**src/design/psbp_pkg.sv**
```systemverilog
// shared constants, codes and controller/datapath interface types
package psbp_pkg;

    localparam int POOL_SIZE = 8;
    localparam int ID_W      = 3;
    localparam int CNT_W     = 16;
    localparam int SIZE_W    = 4;
    localparam int SEQ_W     = 48;
    localparam int DCNT_W    = 6;

    localparam logic [CNT_W-1:0]  PPB_RESET = 16'd1024;
    localparam logic [SIZE_W-1:0] BIU_RESET = 4'd8;
    localparam logic [SIZE_W-1:0] POOL_CNT  = 4'd8;
    localparam logic [3:0]        RETIRE_LIMIT = 4'd2;

    localparam logic [1:0] FUNC_PACKET  = 2'd0;
    localparam logic [1:0] FUNC_READ    = 2'd1;
    localparam logic [1:0] FUNC_RELEASE = 2'd2;
    localparam logic [1:0] FUNC_NOP     = 2'd3;

    localparam logic [1:0] ST_OK      = 2'd0;
    localparam logic [1:0] ST_EMPTY   = 2'd1;
    localparam logic [1:0] ST_ABORT   = 2'd2;
    localparam logic [1:0] ST_DROPPED = 2'd3;

    localparam logic CFG_PPB = 1'b0;
    localparam logic CFG_BIU = 1'b1;

    typedef struct packed {
        logic load;
        logic div_step;
        logic abort;
        logic retire;
        logic count;
        logic exec;
        logic load_out;
    } t_cmd;

    typedef struct packed {
        logic div_last;
        logic too_far;
        logic idx_gt2;
    } t_sts;

endpackage

```
**src/design/packet_sequence_buffer_placer.sv**
```systemverilog
// buffer placer top level: controller and datapath
//
//  channel  | handshake                       | contents
//  input    | i_valid / o_stall               | func, sequence_req, released_buffer
//  output   | o_valid / i_stall               | status, slot, counts, missing, retired
//  config   | i_cfg_valid / o_cfg_ready       | i_cfg_index, i_cfg_data
//
// a packet word passes through accept, the divider steps, check, retire (0 to 5 retired buffers),
// retire exit, count and done; an aborted packet goes from check straight to done
// read, release and no-op words pass through accept, execute and done
// synchronous active-low reset restores the reset pool with no clearing pass
// a finished word waits in the output register; a new word is taken while it stalls
module packet_sequence_buffer_placer import psbp_pkg::*; (
    input  logic               i_clk,
    input  logic               i_rst_n,
    input  logic               i_valid,
    output logic               o_stall,
    input  logic [1:0]         i_func,
    input  logic [SEQ_W-1:0]   i_sequence_req,
    input  logic [ID_W-1:0]    i_released_buffer,
    output logic               o_valid,
    input  logic               i_stall,
    output logic [1:0]         o_status,
    output logic [ID_W-1:0]    o_buffer_slot,
    output logic [CNT_W-1:0]   o_packet_count,
    output logic signed [16:0] o_missing_pkts,
    output logic [2:0]         o_retired,
    output logic [SIZE_W-1:0]  o_writable_count,
    output logic [SIZE_W-1:0]  o_readable_count,
    input  logic               i_cfg_valid,
    output logic               o_cfg_ready,
    input  logic               i_cfg_index,
    input  logic [CNT_W-1:0]   i_cfg_data
);

    t_cmd cmd;
    t_sts sts;

    psbp_ctrl u_ctrl (
        .i_clk       (i_clk),
        .i_rst_n     (i_rst_n),
        .i_valid     (i_valid),
        .i_func      (i_func),
        .i_stall     (i_stall),
        .i_sts       (sts),
        .o_stall     (o_stall),
        .o_valid     (o_valid),
        .o_cfg_ready (o_cfg_ready),
        .o_cmd       (cmd)
    );

    psbp_dp u_dp (
        .i_clk             (i_clk),
        .i_rst_n           (i_rst_n),
        .i_cmd             (cmd),
        .o_sts             (sts),
        .i_func            (i_func),
        .i_sequence_req    (i_sequence_req),
        .i_released_buffer (i_released_buffer),
        .i_cfg_we          (i_cfg_valid && o_cfg_ready),
        .i_cfg_index       (i_cfg_index),
        .i_cfg_data        (i_cfg_data),
        .o_status          (o_status),
        .o_buffer_slot     (o_buffer_slot),
        .o_packet_count    (o_packet_count),
        .o_missing_pkts    (o_missing_pkts),
        .o_retired         (o_retired),
        .o_writable_count  (o_writable_count),
        .o_readable_count  (o_readable_count)
    );

endmodule

```
**src/design/psbp_ctrl.sv**
```systemverilog
// sequencing state machine for packet, read and release words
module psbp_ctrl import psbp_pkg::*; (
    input  logic       i_clk,
    input  logic       i_rst_n,
    input  logic       i_valid,
    input  logic [1:0] i_func,
    input  logic       i_stall,
    input  t_sts       i_sts,
    output logic       o_stall,
    output logic       o_valid,
    output logic       o_cfg_ready,
    output t_cmd       o_cmd
);

    localparam logic [2:0] S_IDLE   = 3'd0;
    localparam logic [2:0] S_DIV    = 3'd1;
    localparam logic [2:0] S_CHECK  = 3'd2;
    localparam logic [2:0] S_RETIRE = 3'd3;
    localparam logic [2:0] S_COUNT  = 3'd4;
    localparam logic [2:0] S_EXEC   = 3'd5;
    localparam logic [2:0] S_DONE   = 3'd6;

    logic [2:0] r_state, n_state;
    logic       r_ovalid, n_ovalid;
    logic       out_free;

    assign out_free    = !r_ovalid || !i_stall;
    assign o_stall     = (r_state != S_IDLE);
    assign o_cfg_ready = (r_state == S_IDLE);
    assign o_valid     = r_ovalid;

    always_comb begin
        n_state = r_state;
        o_cmd   = '0;
        unique case (r_state)
            S_IDLE: begin
                if (i_valid) begin
                    o_cmd.load = 1'b1;
                    n_state = (i_func == FUNC_PACKET) ? S_DIV : S_EXEC;
                end
            end
            S_DIV: begin
                o_cmd.div_step = 1'b1;
                if (i_sts.div_last) n_state = S_CHECK;
            end
            S_CHECK: begin
                if (i_sts.too_far) begin
                    o_cmd.abort = 1'b1;
                    n_state = S_DONE;
                end else begin
                    n_state = S_RETIRE;
                end
            end
            S_RETIRE: begin
                if (i_sts.idx_gt2) o_cmd.retire = 1'b1;
                else n_state = S_COUNT;
            end
            S_COUNT: begin
                o_cmd.count = 1'b1;
                n_state = S_DONE;
            end
            S_EXEC: begin
                o_cmd.exec = 1'b1;
                n_state = S_DONE;
            end
            S_DONE: begin
                if (out_free) begin
                    o_cmd.load_out = 1'b1;
                    n_state = S_IDLE;
                end
            end
            default: n_state = S_IDLE;
        endcase
    end

    always_comb begin
        n_ovalid = r_ovalid && i_stall;
        if (o_cmd.load_out) n_ovalid = 1'b1;
    end

    always_ff @(posedge i_clk) begin
        if (!i_rst_n) begin
            r_state  <= S_IDLE;
            r_ovalid <= 1'b0;
        end else begin
            r_state  <= n_state;
            r_ovalid <= n_ovalid;
        end
    end

endmodule

```
**src/design/psbp_dp.sv**
```systemverilog
// buffer queues, packet counters, divider and result registers
module psbp_dp import psbp_pkg::*; (
    input  logic               i_clk,
    input  logic               i_rst_n,
    input  t_cmd               i_cmd,
    output t_sts               o_sts,
    input  logic [1:0]         i_func,
    input  logic [SEQ_W-1:0]   i_sequence_req,
    input  logic [ID_W-1:0]    i_released_buffer,
    input  logic               i_cfg_we,
    input  logic               i_cfg_index,
    input  logic [CNT_W-1:0]   i_cfg_data,
    output logic [1:0]         o_status,
    output logic [ID_W-1:0]    o_buffer_slot,
    output logic [CNT_W-1:0]   o_packet_count,
    output logic signed [16:0] o_missing_pkts,
    output logic [2:0]         o_retired,
    output logic [SIZE_W-1:0]  o_writable_count,
    output logic [SIZE_W-1:0]  o_readable_count
);

    logic [CNT_W-1:0]  r_ppb;
    logic [ID_W-1:0]   r_wids [POOL_SIZE];
    logic [ID_W-1:0]   r_rids [POOL_SIZE];
    logic [CNT_W-1:0]  r_cnt  [POOL_SIZE];
    logic [ID_W-1:0]   r_wh, r_rh;
    logic [SIZE_W-1:0] r_ws, r_rs;
    logic [SEQ_W-1:0]  r_start;
    logic              r_abort;

    logic [1:0]        r_func;
    logic [ID_W-1:0]   r_rel;
    logic [SEQ_W-1:0]  r_dq;
    logic [CNT_W:0]    r_rem;
    logic [DCNT_W-1:0] r_dcnt;
    logic [2:0]        r_ret;

    logic [1:0]        r_s_status;
    logic [ID_W-1:0]   r_s_slot;
    logic [CNT_W-1:0]  r_s_count;
    logic [16:0]       r_s_missing;

    logic [CNT_W-1:0]  ppb_eff;
    logic [CNT_W:0]    trial;
    logic              qbit;
    logic [ID_W-1:0]   cnt_id;
    logic [CNT_W-1:0]  cnt_new;
    logic [ID_W-1:0]   rd_id;

    assign ppb_eff   = (r_ppb == '0) ? CNT_W'(1) : r_ppb;
    assign trial     = {r_rem[CNT_W-1:0], r_dq[SEQ_W-1]};
    assign qbit      = (trial >= {1'b0, ppb_eff});
    assign cnt_id    = r_wids[r_wh + r_dq[ID_W-1:0]];
    assign cnt_new   = (r_cnt[cnt_id] == '1) ? r_cnt[cnt_id] : r_cnt[cnt_id] + 1'b1;
    assign rd_id     = r_rids[r_rh];

    assign o_sts.div_last = (r_dcnt == DCNT_W'(SEQ_W - 1));
    assign o_sts.too_far  = (|r_dq[SEQ_W-1:SIZE_W]) || (r_dq[SIZE_W-1:0] >= r_ws);
    assign o_sts.idx_gt2  = (r_dq[SIZE_W-1:0] > RETIRE_LIMIT);

    // configuration and pool state
    always_ff @(posedge i_clk) begin
        if (!i_rst_n) begin
            r_ppb   <= PPB_RESET;
            r_wh    <= '0;
            r_ws    <= BIU_RESET;
            r_rh    <= '0;
            r_rs    <= '0;
            r_start <= '0;
            r_abort <= 1'b0;
            for (int i = 0; i < POOL_SIZE; i++) begin
                r_wids[i] <= ID_W'(i);
                r_cnt[i]  <= '0;
            end
        end else if (i_cfg_we) begin
            if (i_cfg_index == CFG_PPB) begin
                r_ppb <= i_cfg_data;
            end else begin
                r_wh    <= '0;
                r_ws    <= (i_cfg_data[SIZE_W-1:0] > POOL_CNT) ? POOL_CNT
                                                               : i_cfg_data[SIZE_W-1:0];
                r_rh    <= '0;
                r_rs    <= '0;
                r_start <= '0;
                r_abort <= 1'b0;
                for (int i = 0; i < POOL_SIZE; i++) begin
                    r_wids[i] <= (SIZE_W'(i) < ((i_cfg_data[SIZE_W-1:0] > POOL_CNT) ?
                                  POOL_CNT : i_cfg_data[SIZE_W-1:0])) ? ID_W'(i) : '0;
                    r_cnt[i]  <= '0;
                end
            end
        end else if (i_cmd.abort) begin
            r_abort <= 1'b1;
        end else if (i_cmd.retire) begin
            if (r_rs < POOL_CNT) r_rs <= r_rs + 1'b1;
            r_wh    <= r_wh + 1'b1;
            r_ws    <= r_ws - 1'b1;
            r_start <= r_start + SEQ_W'(ppb_eff);
        end else if (i_cmd.count) begin
            r_cnt[cnt_id] <= cnt_new;
        end else if (i_cmd.exec) begin
            case (r_func)
                FUNC_READ: begin
                    if (!r_abort && r_rs != '0) begin
                        r_rh <= r_rh + 1'b1;
                        r_rs <= r_rs - 1'b1;
                    end
                end
                FUNC_RELEASE: begin
                    if (!r_abort && r_ws < POOL_CNT) begin
                        r_cnt[r_rel] <= '0;
                        r_wids[r_wh + r_ws[ID_W-1:0]] <= r_rel;
                        r_ws <= r_ws + 1'b1;
                    end
                end
                default: ;
            endcase
        end
    end

    // readable id store
    always_ff @(posedge i_clk) begin
        if (i_cmd.retire && r_rs < POOL_CNT) begin
            r_rids[r_rh + r_rs[ID_W-1:0]] <= r_wids[r_wh];
        end
    end

    // word registers, divider and result staging
    always_ff @(posedge i_clk) begin
        if (i_cmd.load) begin
            r_func      <= i_func;
            r_rel       <= i_released_buffer;
            r_dq        <= (i_sequence_req > r_start) ? i_sequence_req - r_start : '0;
            r_rem       <= '0;
            r_dcnt      <= '0;
            r_ret       <= '0;
            r_s_status  <= ST_OK;
            r_s_slot    <= '0;
            r_s_count   <= '0;
            r_s_missing <= '0;
        end else if (i_cmd.div_step) begin
            r_rem  <= qbit ? trial - {1'b0, ppb_eff} : trial;
            r_dq   <= {r_dq[SEQ_W-2:0], qbit};
            r_dcnt <= r_dcnt + 1'b1;
        end else if (i_cmd.abort) begin
            r_s_status <= ST_ABORT;
        end else if (i_cmd.retire) begin
            r_dq[SIZE_W-1:0] <= r_dq[SIZE_W-1:0] - 1'b1;
            r_ret <= r_ret + 1'b1;
        end else if (i_cmd.count) begin
            r_s_slot  <= cnt_id;
            r_s_count <= cnt_new;
        end else if (i_cmd.exec) begin
            case (r_func)
                FUNC_READ: begin
                    if (r_abort) begin
                        r_s_status <= ST_ABORT;
                    end else if (r_rs == '0) begin
                        r_s_status <= ST_EMPTY;
                    end else begin
                        r_s_slot    <= rd_id;
                        r_s_count   <= r_cnt[rd_id];
                        r_s_missing <= {1'b0, r_ppb} - {1'b0, r_cnt[rd_id]};
                    end
                end
                FUNC_RELEASE: begin
                    r_s_slot <= r_rel;
                    if (r_abort || r_ws >= POOL_CNT) r_s_status <= ST_DROPPED;
                end
                default: ;
            endcase
        end
    end

    // output word
    always_ff @(posedge i_clk) begin
        if (i_cmd.load_out) begin
            o_status          <= r_s_status;
            o_buffer_slot     <= r_s_slot;
            o_packet_count    <= r_s_count;
            o_missing_pkts    <= r_s_missing;
            o_retired         <= r_ret;
            o_writable_count  <= r_ws;
            o_readable_count  <= r_rs;
        end
    end

endmodule

```
**config.mk**
```make
export PLATFORM = sky130hd
export DESIGN_NAME = packet_sequence_buffer_placer
export DESIGN_NICKNAME = d
export VERILOG_FILES = /design/src/design/psbp_pkg.sv /design/src/design/packet_sequence_buffer_placer.sv /design/src/design/psbp_ctrl.sv /design/src/design/psbp_dp.sv
export SDC_FILE = /design/constraint.sdc
export NUM_CORES = 1
export LEC_CHECK = 0
export BUFFER_PORTS_ARGS = -buffer_cell sky130_fd_sc_hd__buf_4
export CAP_MARGIN = 20
export CORE_UTILIZATION = 50
export DETAILED_ROUTE_END_ITERATION = 8
export HOLD_SLACK_MARGIN = 0.02
export PLACE_DENSITY = 0.67
export SLEW_MARGIN = 10
export SYNTH_ARGS = -nofsm -noshare
export SYNTH_HDL_FRONTEND = slang
export SYNTH_HIERARCHICAL = 1
export SYNTH_SLANG_ARGS = --single-unit
export TNS_END_PERCENT = 50
```
**constraint.sdc**
```tcl
create_clock -name i_clk -period 5.9 [get_ports i_clk]
set_clock_uncertainty 0.2 [all_clocks]
set_input_delay 0.59 -clock i_clk [delete_from_list [all_inputs] [get_ports i_clk]]
set_output_delay 0.59 -clock i_clk [all_outputs]
set_load 0.1 [all_outputs]
```
# Word level (Yosys, flattened, before mapping)
# Memories as Yosys holds them, arrays and structs flattened. A register that Yosys moved wholly into a read port is not among the register bits.
# Cells that the tools add are included.
# totals
register_bits	248
latchBits	0
mem_bits_rw	176
mem_bits_ro	0
word_cells	306
mem_count	3
# op_classes
addsub	17
n_mul	0
n_div	0
order_cmp	15
eq_ne	29
n_shift	0
mux	140
n_bitwise	23
reduce_logical	52
# memory_table
name	words	word_bits	rd	rd_clocked_by_memory_dff	write_ports	line	text
u_dp.r_cnt	8	16	2	0	8	psbp_dp.sv:25	logic [CNT_W-1:0] r_cnt [POOL_SIZE];
u_dp.r_rids	8	3	1	1	1	psbp_dp.sv:24	logic [ID_W-1:0] r_rids [POOL_SIZE];
u_dp.r_wids	8	3	2	1	8	psbp_dp.sv:23	logic [ID_W-1:0] r_wids [POOL_SIZE];
# op_table
operator	n
$mux 16	18
$mux 48	6
$mux 3	41
$mux 4	21
$add 48x16->48	1
$gt 48x48->1	1
$sub 48x48->48	1
$mux 44	1
$reduce_or 44->1	1
$mux 1	41
$reduce_and 7->1	5
$reduce_or 16->1	2
$reduce_bool 3->1	9
$mux 2	9
$pmux 3 s6	1
$reduce_bool 2->1	9
$ge 17x16->1	1
$sub 16x16->17	1
$add 16x1->16 const B	1
$eq 16x16->1 const B	1
$logic_not 16->1	1
$lt 3x4->1 const A	4
$ne 2x2->1 const B	8
$or 1x1->1	16
other kinds (41)	76

# Logic depth before layout (Yosys ltp)
# Gate-level depths: netlist (run 1).
# logic_depth
ltp_word	13
depth_mapped	21

# By module
# Netlist (run 1), hierarchy kept.
# by_module_without_submodules
mod	n_inst	cells_per_inst	area_per_inst_um2	seq_area_each_um2
psbp_dp	1	2546	25036.5	11310.8
psbp_ctrl	1	43	297.8	80.1
packet_sequence_buffer_placer	1	1	6.3	0.0

# Worst setup path after synthesis (run 1)
# Ideal clock, no wire load.
# synth_timing
kind	register to register
start	register u_ctrl.r_state[1]
end	register u_dp.r_start[47]
arrival_ns	5.263
slack_ns	0.304
stages_incl_launch_ff	14
n_path_buf	2
path_cell_list	dfxtp_1 -> buf_2 -> nor3_1 -> and2_1 -> clkbuf_1 -> nand2_1 -> nand2_1 -> nand3_1 -> nor2_1 -> nand2_1 -> a2111o_1 -> a2111oi_0 -> a31o_2 -> a21oi_1
# synth_between
elab_chain_cells	4
elab_cells_between_ends	11
# synth_lines
element	line	text
start, declared	psbp_ctrl.sv:23	logic [2:0] r_state, n_state;
start signal, assigned	psbp_ctrl.sv:86	r_state <= n_state;
$logic_not 3->1 (*)	psbp_ctrl.sv:29	assign o_cfg_ready = (r_state == S_IDLE);
via o_cfg_ready	packet_sequence_buffer_placer.sv:31	output logic o_cfg_ready,
$logic_and 1x1->1 (*)	packet_sequence_buffer_placer.sv:60	.i_cfg_we (i_cfg_valid && o_cfg_ready),
$ne 2x1->1 (no source line) (tied with other cells)	-	
$reduce_and 3->1 (no source line)	-	
end signal, assigned	psbp_dp.sv:98	r_start <= r_start + SEQ_W'(ppb_eff);
end, declared	psbp_dp.sv:28	logic [SEQ_W-1:0] r_start;
# Mark *: on every way through the listed nets, which the timed path passes. The rest lies on a longest branch.
# A chain may end at the register's enable or synchronous reset.

==> metrics.log, run 1 <==
INFO  metric reg2reg_slack = 0.48 ns
INFO  metric cts.sinks = 430
INFO  metric dieArea = 0.0516 mm^2
INFO  metric antenna_violating_nets_post_route = 0
INFO  metric max-vdd-ir-drop = 0.000236 V
INFO  metric crit_path_start_kind = register
INFO  metric critical_path.endpoint = u_dp/r_s_missing[14]$_SDFFE_PP0P_
INFO  metric max_freq = 184 MHz
INFO  metric first_global_vias = 19499
INFO  metric insertedDiodeCount = 0
INFO  metric ff2ff_path_depth = 19
INFO  metric status = complete, no violations
INFO  metric finalSetupTns = 0 ns
INFO  metric dp.final_hpwl = 52700 um
INFO  metric hold-worst-slack = 0.0467 ns
INFO  metric cts_buffer_depth = 3
INFO  metric dieHeight = 227 um
INFO  metric final.min_clock_period = 5.42 ns
INFO  metric leakagePower = 0.0109 uW
INFO  metric gr-total-overflow = 0
INFO  metric p_per_area = 457 mW/mm^2
INFO  metric r2r_end = u_dp/r_s_missing[14]$_SDFFE_PP0P_
INFO  metric cts_tree = yes
INFO  metric post-cts-setup-buffers = 0
INFO  metric final_count_of_hold_timing_violations = 0
INFO  metric timing_worst_setup_path_type = reg2reg
INFO  metric gr-usage-all-layers = 0.280
INFO  metric drt_wl_total = 73200 um
INFO  metric globalplace.congestion = 0.928
INFO  metric synth_fp_nets = 2789
INFO  metric pin_count_of_the_biggest_net_entering_global_routing = 58
INFO  metric dr.first_iter.drc_count = 2146
INFO  metric post_synth_cell_types = 93
INFO  metric critPathRequiredTime = 6.19 ns
INFO  metric num_rows = 82
INFO  metric yosysWarnings = 6
INFO  metric drv_slew = 0
INFO  metric final_nets = 2898
INFO  metric critical-path-max-stage-delay = 0.62 ns
INFO  metric asr_flop_ratio_synth = 0
INFO  metric worst_skew_pair.late_latency = 0.61 ns
INFO  metric crit_fanout = 22
INFO  metric post-synth-top-count-cell = sky130_fd_sc_hd__nand2_1
INFO  metric ctsResizeCount = 0
INFO  metric vias_per_cell = 6.09
INFO  metric cpLargestDelayFamily = compound AO/OA/AOI/OAI gates
INFO  metric ioPinCount = 127
INFO  metric crit_path_frequent_cell = sky130_fd_sc_hd__o21ai_0
INFO  metric synth_ff_type = sky130_fd_sc_hd__edfxtp_1
INFO  metric unrepaired_setup_endpoints_after_global_routing = false
INFO  metric detail_route.wl_per_cell = 21.5 um
INFO  metric worstSetupPathDepth = 19
INFO  metric syn2layout_area_growth = 13.9%
INFO  metric netlist_top_cells_area = sky130_fd_sc_hd__edfxtp_1, sky130_fd_sc_hd__dfxtp_1, sky130_fd_sc_hd__ha_1
INFO  metric ys_ff_latch = 430
INFO  metric numPortBuffers = 126
INFO  metric placeableCoreArea = 0.0501 mm^2
INFO  metric setup.worst_path.end_class = register
INFO  metric synth_edf_count = 278
INFO  metric worstPathBufferInverterCount = 1
INFO  metric post-route-period-util = 0.919
INFO  metric synth.cell_area = 0.0253 mm^2
INFO  metric worst_setup_hold_path_clk_slew = 0.06 ns
INFO  metric routed-via-count = 20760
INFO  metric maxSlewHeadroom = 0.314
INFO  metric antenna_found_initial = 0
INFO  metric die_wd = 227 um
INFO  metric fillCellCount = 4314
INFO  metric initial_utilization = 0.506
INFO  metric seq_area_frac_synth = 0.450
INFO  metric drtPass1Iterations = 7
INFO  metric netlist_instances = 2590
INFO  metric drc = 0
INFO  metric crit_arrival = 5.72 ns
INFO  metric htree_levels = 2
INFO  metric timing.critical_path.slowest_stage_cell = sky130_fd_sc_hd__mux4_2
INFO  metric numCtsBuffers = 48
INFO  metric finalSetupViolations = 0
INFO  metric p_total = 13200 uW
INFO  metric clk_root_buffer_cell = sky130_fd_sc_hd__clkbuf_16
INFO  metric hold_path_class = in2reg
INFO  metric synth_commonest_cells = sky130_fd_sc_hd__nand2_1, sky130_fd_sc_hd__nor2_1, sky130_fd_sc_hd__edfxtp_1
INFO  metric cell_by_cell_trace_of_the_critical_path = mux4_2 > mux2i_4 > nand2_1 > nand3_1 > o21ai_0 > o21ai_0 > ha_1 > inv_1 > fa_1 > a21o_1 > a21oi_1 > o21bai_1 > a21oi_1 > o21bai_1 > a211oi_1 > o21ai_0 > nand4_1 > a2111oi_0 > a311o_1
INFO  metric area_share_of_the_leading_cell_type_in_the_synthesized_netlist = 0.329
INFO  metric avgSynthCellArea = 9.78 um^2
INFO  metric synth_area_leader_cell = sky130_fd_sc_hd__edfxtp_1
INFO  metric drive_gt1_frac = 0.122
INFO  metric tightest_slew = 1.01 ns
INFO  metric maxCapViolCount = 0
INFO  metric wire_length_of_the_first_global_routing_pass = 111000 um
-- registers in the layout, indices dropped and copies added, names as in the netlist, 6 cells and up, named ones only --
register	cells
u_dp/o_packet_count	16
u_dp/r_dq	48
u_dp/r_s_missing	17
u_dp/r_dcnt	6
u_dp/r_s_count	16
u_dp/r_cnt	128
u_dp/o_missing_pkts	17
u_dp/r_rem	16
u_dp/r_wids	24
u_dp/r_start	48
u_dp/r_rids	24
u_dp/r_ppb	16
-- kinds of logic (layout without fill, tap and decap cells) --
logic type      Yosys count  in the layout  synth area share
compound gates          618            618             0.167
xor+xnor                102            102            0.0364
fa+ha+maj               124            124            0.0639
buf+inv                 257            406            0.0404
flops                   430            430             0.450
mux                     120            120            0.0703
simple gates            939            939             0.173
-- cells in the final DEF (no fill, tap or decap), drive strengths merged, types with 34 or more instances in the layout --
cell type and count:
a211oi 66, a21o 56, a21oi 145, a22o 35, and2 61, buf 188, clkbuf 61, dfxtp 152
edfxtp 278, ha 115, inv 123, mux2i 71, mux4 36, nand2 298, nand3 67, nor2 287
nor3 46, o21ai 95, or3 34, xnor2 63, xor2 38
-- metrics by stage --
| stage | util | cells | worst slack (ns) | cell area (um^2) |
|---|---|---|---|---|
| finish | 0.576 | 3411 | 0.477 | 28900 |
| global route | 0.576 | 3411 | 0.147 | 28900 |
| CTS | 0.576 | 3410 | 0.549 | 28800 |
| detailed placement | 0.542 | 3313 | 0.593 | 27100 |
| global placement | 0.542 | 3313 | 0.675 | 27100 |
| floorplan | - | 2590 | 0.304 | 25300 |
-- layer usage --
metal | share of wire | vias to the layer above | track usage
li1 | - | 9737 | -
met1 | 0.43 | 9963 | 0.382
met2 | 0.45 | 912 | 0.443
met3 | 0.090 | 148 | 0.0488
met4 | 0.033 | 0 | 0.105
met5 | 0 | - | 0
-- final cells by class --
cell class | instances | area (um^2) | share of cell area
clock buffers | 61 | 1330 | 0.0462
well taps | 672 | 841 | 0.0291
clock inverters | 29 | 325 | 0.0113
repair buffers | 195 | 1530 | 0.0529
inverters | 121 | 454 | 0.0157
flip-flops and latches | 430 | 11400 | 0.395
multi-input cells | 1903 | 13000 | 0.450
-- worst min-delay path: stages --
cell                       delay, ns
sky130_fd_sc_hd__buf_4          0.11
sky130_fd_sc_hd__nand2_1        0.04
sky130_fd_sc_hd__a21boi_0       0.06
-- report_power, final --
| group | switching (uW) | internal, uW |
|---|---|---|
| clock | 1280 | 1870 |
| combinational | 3620 | 2040 |
| sequential | 447 | 3940 |
-- worst min-delay path by stage --
| stage | from | end | slack (ns) | cells after the start |
|---|---|---|---|---|
| after floorplan | u_dp/r_s_missing[14]$_SDFFE_PP0P_ | u_dp/o_missing_pkts[14]$_DFFE_PP_ | 0.20 | 0 |
| after global placement | u_dp/r_s_count[10]$_SDFFE_PP0P_ | u_dp/o_packet_count[10]$_DFFE_PP_ | 0.22 | 0 |
| after detailed placement | u_dp/r_s_count[10]$_SDFFE_PP0P_ | u_dp/o_packet_count[10]$_DFFE_PP_ | 0.22 | 0 |
| after CTS | i_cfg_data[14] | u_dp/r_ppb[14]$_SDFFE_PN0P_ | 0.02 | 3 |
| after global routing | i_cfg_data[9] | u_dp/r_ppb[9]$_SDFFE_PN0P_ | 0.04 | 3 |
| final | i_cfg_data[14] | u_dp/r_ppb[14]$_SDFFE_PN0P_ | 0.05 | 3 |
-- timing repair --
| action | in CTS | in global routing |
|---|---|---|
| hold endpoints to repair | 7 | 0 |
| hold buffers | 7 | 0 |
| endpoints found under the setup margin | 0 | 0 |
(Power assumes the default switching activity.)
==> inputs of run 2 (changes only) <==
--- a/config.mk
+++ b/config.mk
@@ -7,10 +7,10 @@
 export LEC_CHECK = 0
 export BUFFER_PORTS_ARGS = -buffer_cell sky130_fd_sc_hd__buf_4
 export CAP_MARGIN = 20
-export CORE_UTILIZATION = 50
+export CORE_UTILIZATION = 29
 export DETAILED_ROUTE_END_ITERATION = 8
 export HOLD_SLACK_MARGIN = 0.02
-export PLACE_DENSITY = 0.67
+export REMOVE_ABC_BUFFERS = 1
 export SLEW_MARGIN = 10
 export SYNTH_ARGS = -nofsm -noshare
 export SYNTH_HDL_FRONTEND = slang
==> metrics.log, run 2 (same netlist as run 1, synthesis figures left out) <==
INFO  metric ctsResizeCount = 0 (unchanged)
INFO  metric dr.first_iter.drc_count = 1819 (-15%)
INFO  metric finalSetupViolations = 0 (unchanged)
INFO  metric hold_path_class = in2reg
INFO  metric clk_root_buffer_cell = sky130_fd_sc_hd__clkbuf_16
INFO  metric first_global_vias = 19517 (+0.092%)
INFO  metric crit_fanout = 15 (-32%)
INFO  metric failed_checks = DRC
INFO  metric num_rows = 108 (+32%)
INFO  metric tightest_slew = 1.05 ns (+0.0427 ns)
INFO  metric fillCellCount = 8722 (+100%)
INFO  metric maxSlewHeadroom = 0.298 (-0.0158)
INFO  metric initial_utilization = 0.293 (-0.214)
INFO  metric dieArea = 0.0886 mm^2 (+72%)
INFO  metric max-vdd-ir-drop = 0.000332 V (+41%)
INFO  metric vias_per_cell = 5.26 (-14%)
INFO  metric syn2layout_area_growth = 16.5%
INFO  metric instances_no_fill = 3892 (+14%)
INFO  metric p_per_area = 454 mW/mm^2 (-0.75%)
INFO  metric cts_tree = yes
INFO  metric critPathRequiredTime = 6.20 ns (about the same)
INFO  metric worstPathBufferInverterCount = 1 (unchanged)
INFO  metric ff2ff_path_depth = 19 (unchanged)
INFO  metric unrepaired_setup_endpoints_after_global_routing = false
INFO  metric dieHeight = 298 um (+31%)
INFO  metric globalplace.congestion = 0.912 (-1.7%)
INFO  metric p_total = 13400 uW (+1.5%)
INFO  metric dr_wl_met2 = 36600 um (+12%)
INFO  metric detailed_place.area = 0.0277 mm^2 (+2.1%)
INFO  metric placed_cells = 3793 (+14%)
INFO  metric timing.critical_path.slowest_stage_cell = sky130_fd_sc_hd__mux4_2
INFO  metric min_delay_path_depth = 3 (unchanged)
INFO  metric ioPinCount = 127 (unchanged)
INFO  metric finalSetupTns = 0 ns (unchanged)
INFO  metric detail_route.wl_per_cell = 20.3 um (-5.5%)
INFO  metric final_cell_mix = sky130_fd_sc_hd__nand2_1, sky130_fd_sc_hd__nor2_1, sky130_fd_sc_hd__edfxtp_1, sky130_fd_sc_hd__buf_4, sky130_fd_sc_hd__dfxtp_1
INFO  metric crit_path_frequent_cell = sky130_fd_sc_hd__o21ai_0
INFO  metric drc = 2 (+2)
INFO  metric final_count_of_hold_timing_violations = 0 (unchanged)
INFO  metric antenna_found_initial = 3 (+3)
INFO  metric top_layer = met5
INFO  metric drv_slew = 0 (unchanged)
INFO  metric cts_buffer_depth = 3 (unchanged)
INFO  metric routed-via-count = 20467 (-1.4%)
INFO  metric timing_worst_setup_path_type = reg2reg
INFO  metric setup.worst_path.end_class = register
INFO  metric reg2reg_slack = 0.44 ns (-0.04 ns)
INFO  metric drive_gt1_frac = 0.123 (+0.00118)
INFO  metric dp.final_hpwl = 56800 um (+7.6%)
INFO  metric antenna_violating_nets_post_route = 0 (unchanged)
INFO  metric max_freq = 183 MHz (-0.65%)
INFO  metric crit_path_start_kind = register
INFO  metric hold-path-endpoint = u_dp/r_ppb[13]$_SDFFE_PN0P_
INFO  metric cpLargestDelayFamily = compound AO/OA/AOI/OAI gates
INFO  metric final.min_clock_period = 5.46 ns (+0.0352 ns)
INFO  metric worst_setup_hold_path_clk_slew = 0.06 ns (about the same)
INFO  metric wire_length_of_the_first_global_routing_pass = 119000 um (+7.7%)
INFO  metric numPortBuffers = 126 (unchanged)
INFO  metric gr-total-overflow = 0 (unchanged)
INFO  metric top_register_by_number_of_flip_flops = u_dp/r_cnt
INFO  metric crit_arrival = 5.76 ns (+0.04 ns)
INFO  metric top_regs = u_dp/r_cnt x128, u_dp/r_dq x48, u_dp/r_start x48
INFO  metric pin_count_of_the_biggest_net_entering_global_routing = 58 (unchanged)
INFO  metric critical-path-max-stage-delay = 0.61 ns (about the same)
INFO  metric post-route-period-util = 0.925 (+0.00597)
INFO  metric cts.sinks = 430 (unchanged)
INFO  metric insertedDiodeCount = 0 (unchanged)
INFO  metric gr-usage-all-layers = 0.173 (-0.107)
INFO  metric wl_met3 = 5090 um (-23%)
INFO  metric final_nets = 2896 (-0.069%)
INFO  metric design_area = 0.0295 mm^2 (+2.3%)
INFO  metric numCtsBuffers = 49 (+2.1%)
INFO  metric r2r_end = u_dp/r_s_missing[14]$_SDFFE_PP0P_
INFO  metric min-delay-start = i_cfg_data[13]
INFO  metric worst_skew_pair.late_latency = 0.62 ns (about the same)
INFO  metric htree_levels = 2 (unchanged)
INFO  metric drt_wl_total = 79000 um (+7.8%)
INFO  metric drt-met1-wl = 34900 um (+11%)
INFO  metric drtPass1Iterations = 7 (unchanged)
INFO  metric die_wd = 298 um (+31%)
INFO  metric placeableCoreArea = 0.0866 mm^2 (+73%)
INFO  metric largest_reg_flops = 128 (unchanged)
INFO  metric leakagePower = 0.0109 uW (+0.25%)
INFO  metric maxCapViolCount = 0 (unchanged)
INFO  metric status = finished with violations
INFO  metric fin_util = 0.341 (-0.236)
INFO  metric cell_by_cell_trace_of_the_critical_path = mux4_2 > mux2i_4 > nand2_1 > nand3_1 > o21ai_0 > o21ai_0 > ha_1 > inv_1 > fa_1 > a21o_1 > a21oi_1 > o21bai_1 > a21oi_1 > o21bai_1 > a211oi_1 > o21ai_0 > nand4_1 > a2111oi_0 > a311o_1
INFO  metric layout_commonest_cell = sky130_fd_sc_hd__nand2_1
-- run 2: changes by cell type in the layout (fill, tap and decap cells not counted), moves of 2 or more --
cell                         before  now
sky130_fd_sc_hd__bufinv_16        6   11
sky130_fd_sc_hd__clkinv_4         0    3
sky130_fd_sc_hd__clkbuf_16       51   49
sky130_fd_sc_hd__clkinvlp_4       5    3
sky130_fd_sc_hd__clkinv_2         5    9
sky130_fd_sc_hd__clkinv_1        10    3
sky130_fd_sc_hd__buf_12           3    0
sky130_fd_sc_hd__clkbuf_1         8   11
-- run 2: through the flow --
step | hold WS, ns | setup WS (ns)
CTS | 0.0200 | 0.526
detailed placement | 0.217 | 0.549
floorplan | 0.200 | -1.82
global route | 0.0333 | 0.0315
global placement | 0.211 | 0.593
finish | 0.0471 | 0.442
-- run 2: worst max-delay path by stage --
stage,cells past startpoint,endpoint,start,slack (ns)
finish,19,u_dp/r_s_missing[14]$_SDFFE_PP0P_,register,0.44
global route,19,u_dp/r_s_missing[14]$_SDFFE_PP0P_,register,0.03
CTS,19,u_dp/r_s_missing[14]$_SDFFE_PP0P_,register,0.53
detailed placement,14,u_dp/r_cnt[1][1]$_SDFFCE_PN0P_,u_dp/r_dq[0]$_DFFE_PP_,0.55
global placement,19,u_dp/r_s_missing[14]$_SDFFE_PP0P_,register,0.59
floorplan,7,u_dp/r_dq[38]$_DFFE_PP_,u_ctrl/r_state[0]$_SDFFE_PN0P_,-1.82
-- run 2: worst reg2reg max path: stages (launching register included) --
cell and delay [ns]:
sky130_fd_sc_hd__dfxtp_1 0.60, sky130_fd_sc_hd__mux4_2 0.61, sky130_fd_sc_hd__mux2i_4 0.50, sky130_fd_sc_hd__nand2_1 0.12, sky130_fd_sc_hd__nand3_1 0.10, sky130_fd_sc_hd__o21ai_0 0.13
sky130_fd_sc_hd__o21ai_0 0.37, sky130_fd_sc_hd__ha_1 0.25, sky130_fd_sc_hd__inv_1 0.06, sky130_fd_sc_hd__fa_1 0.39, sky130_fd_sc_hd__a21o_1 0.20, sky130_fd_sc_hd__a21oi_1 0.22
sky130_fd_sc_hd__o21bai_1 0.09, sky130_fd_sc_hd__a21oi_1 0.23, sky130_fd_sc_hd__o21bai_1 0.13, sky130_fd_sc_hd__a211oi_1 0.34, sky130_fd_sc_hd__o21ai_0 0.23, sky130_fd_sc_hd__nand4_1 0.18
sky130_fd_sc_hd__a2111oi_0 0.12, sky130_fd_sc_hd__a311o_1 0.30
-- run 2: layer usage --
layer	GRT usage	vias to the layer above
li1	-	9743
met1	0.233	9886
met2	0.283	696
met3	0.0270	136
met4	0.0578	6
met5	0	-
-- run 2: final cells by class --
cell class	instances	area, um^2	area share
Timing Repair Buffer	192	1460	0.0495
Sequential cell	430	11400	0.386
Multi-Input combinational cell	1903	13000	0.441
Tap cell	1155	1450	0.0490
Inverter	121	454	0.0154
Clock inverter	30	478	0.0162
Clock buffer	61	1280	0.0434
-- run 2: report_power, final --
group | internal (uW) | total (uW) | switching, uW
Combinational | 1980 | 5640 | 3660
Clock | 2040 | 3380 | 1340
Sequential | 3940 | 4370 | 436
-- run 2: timing repair --
action / CTS / global route
setup buffers: 0 / 0
endpoints found under the hold margin: 8 / 0
hold buffers: 8 / 0
endpoints found under the setup margin: 0 / 0
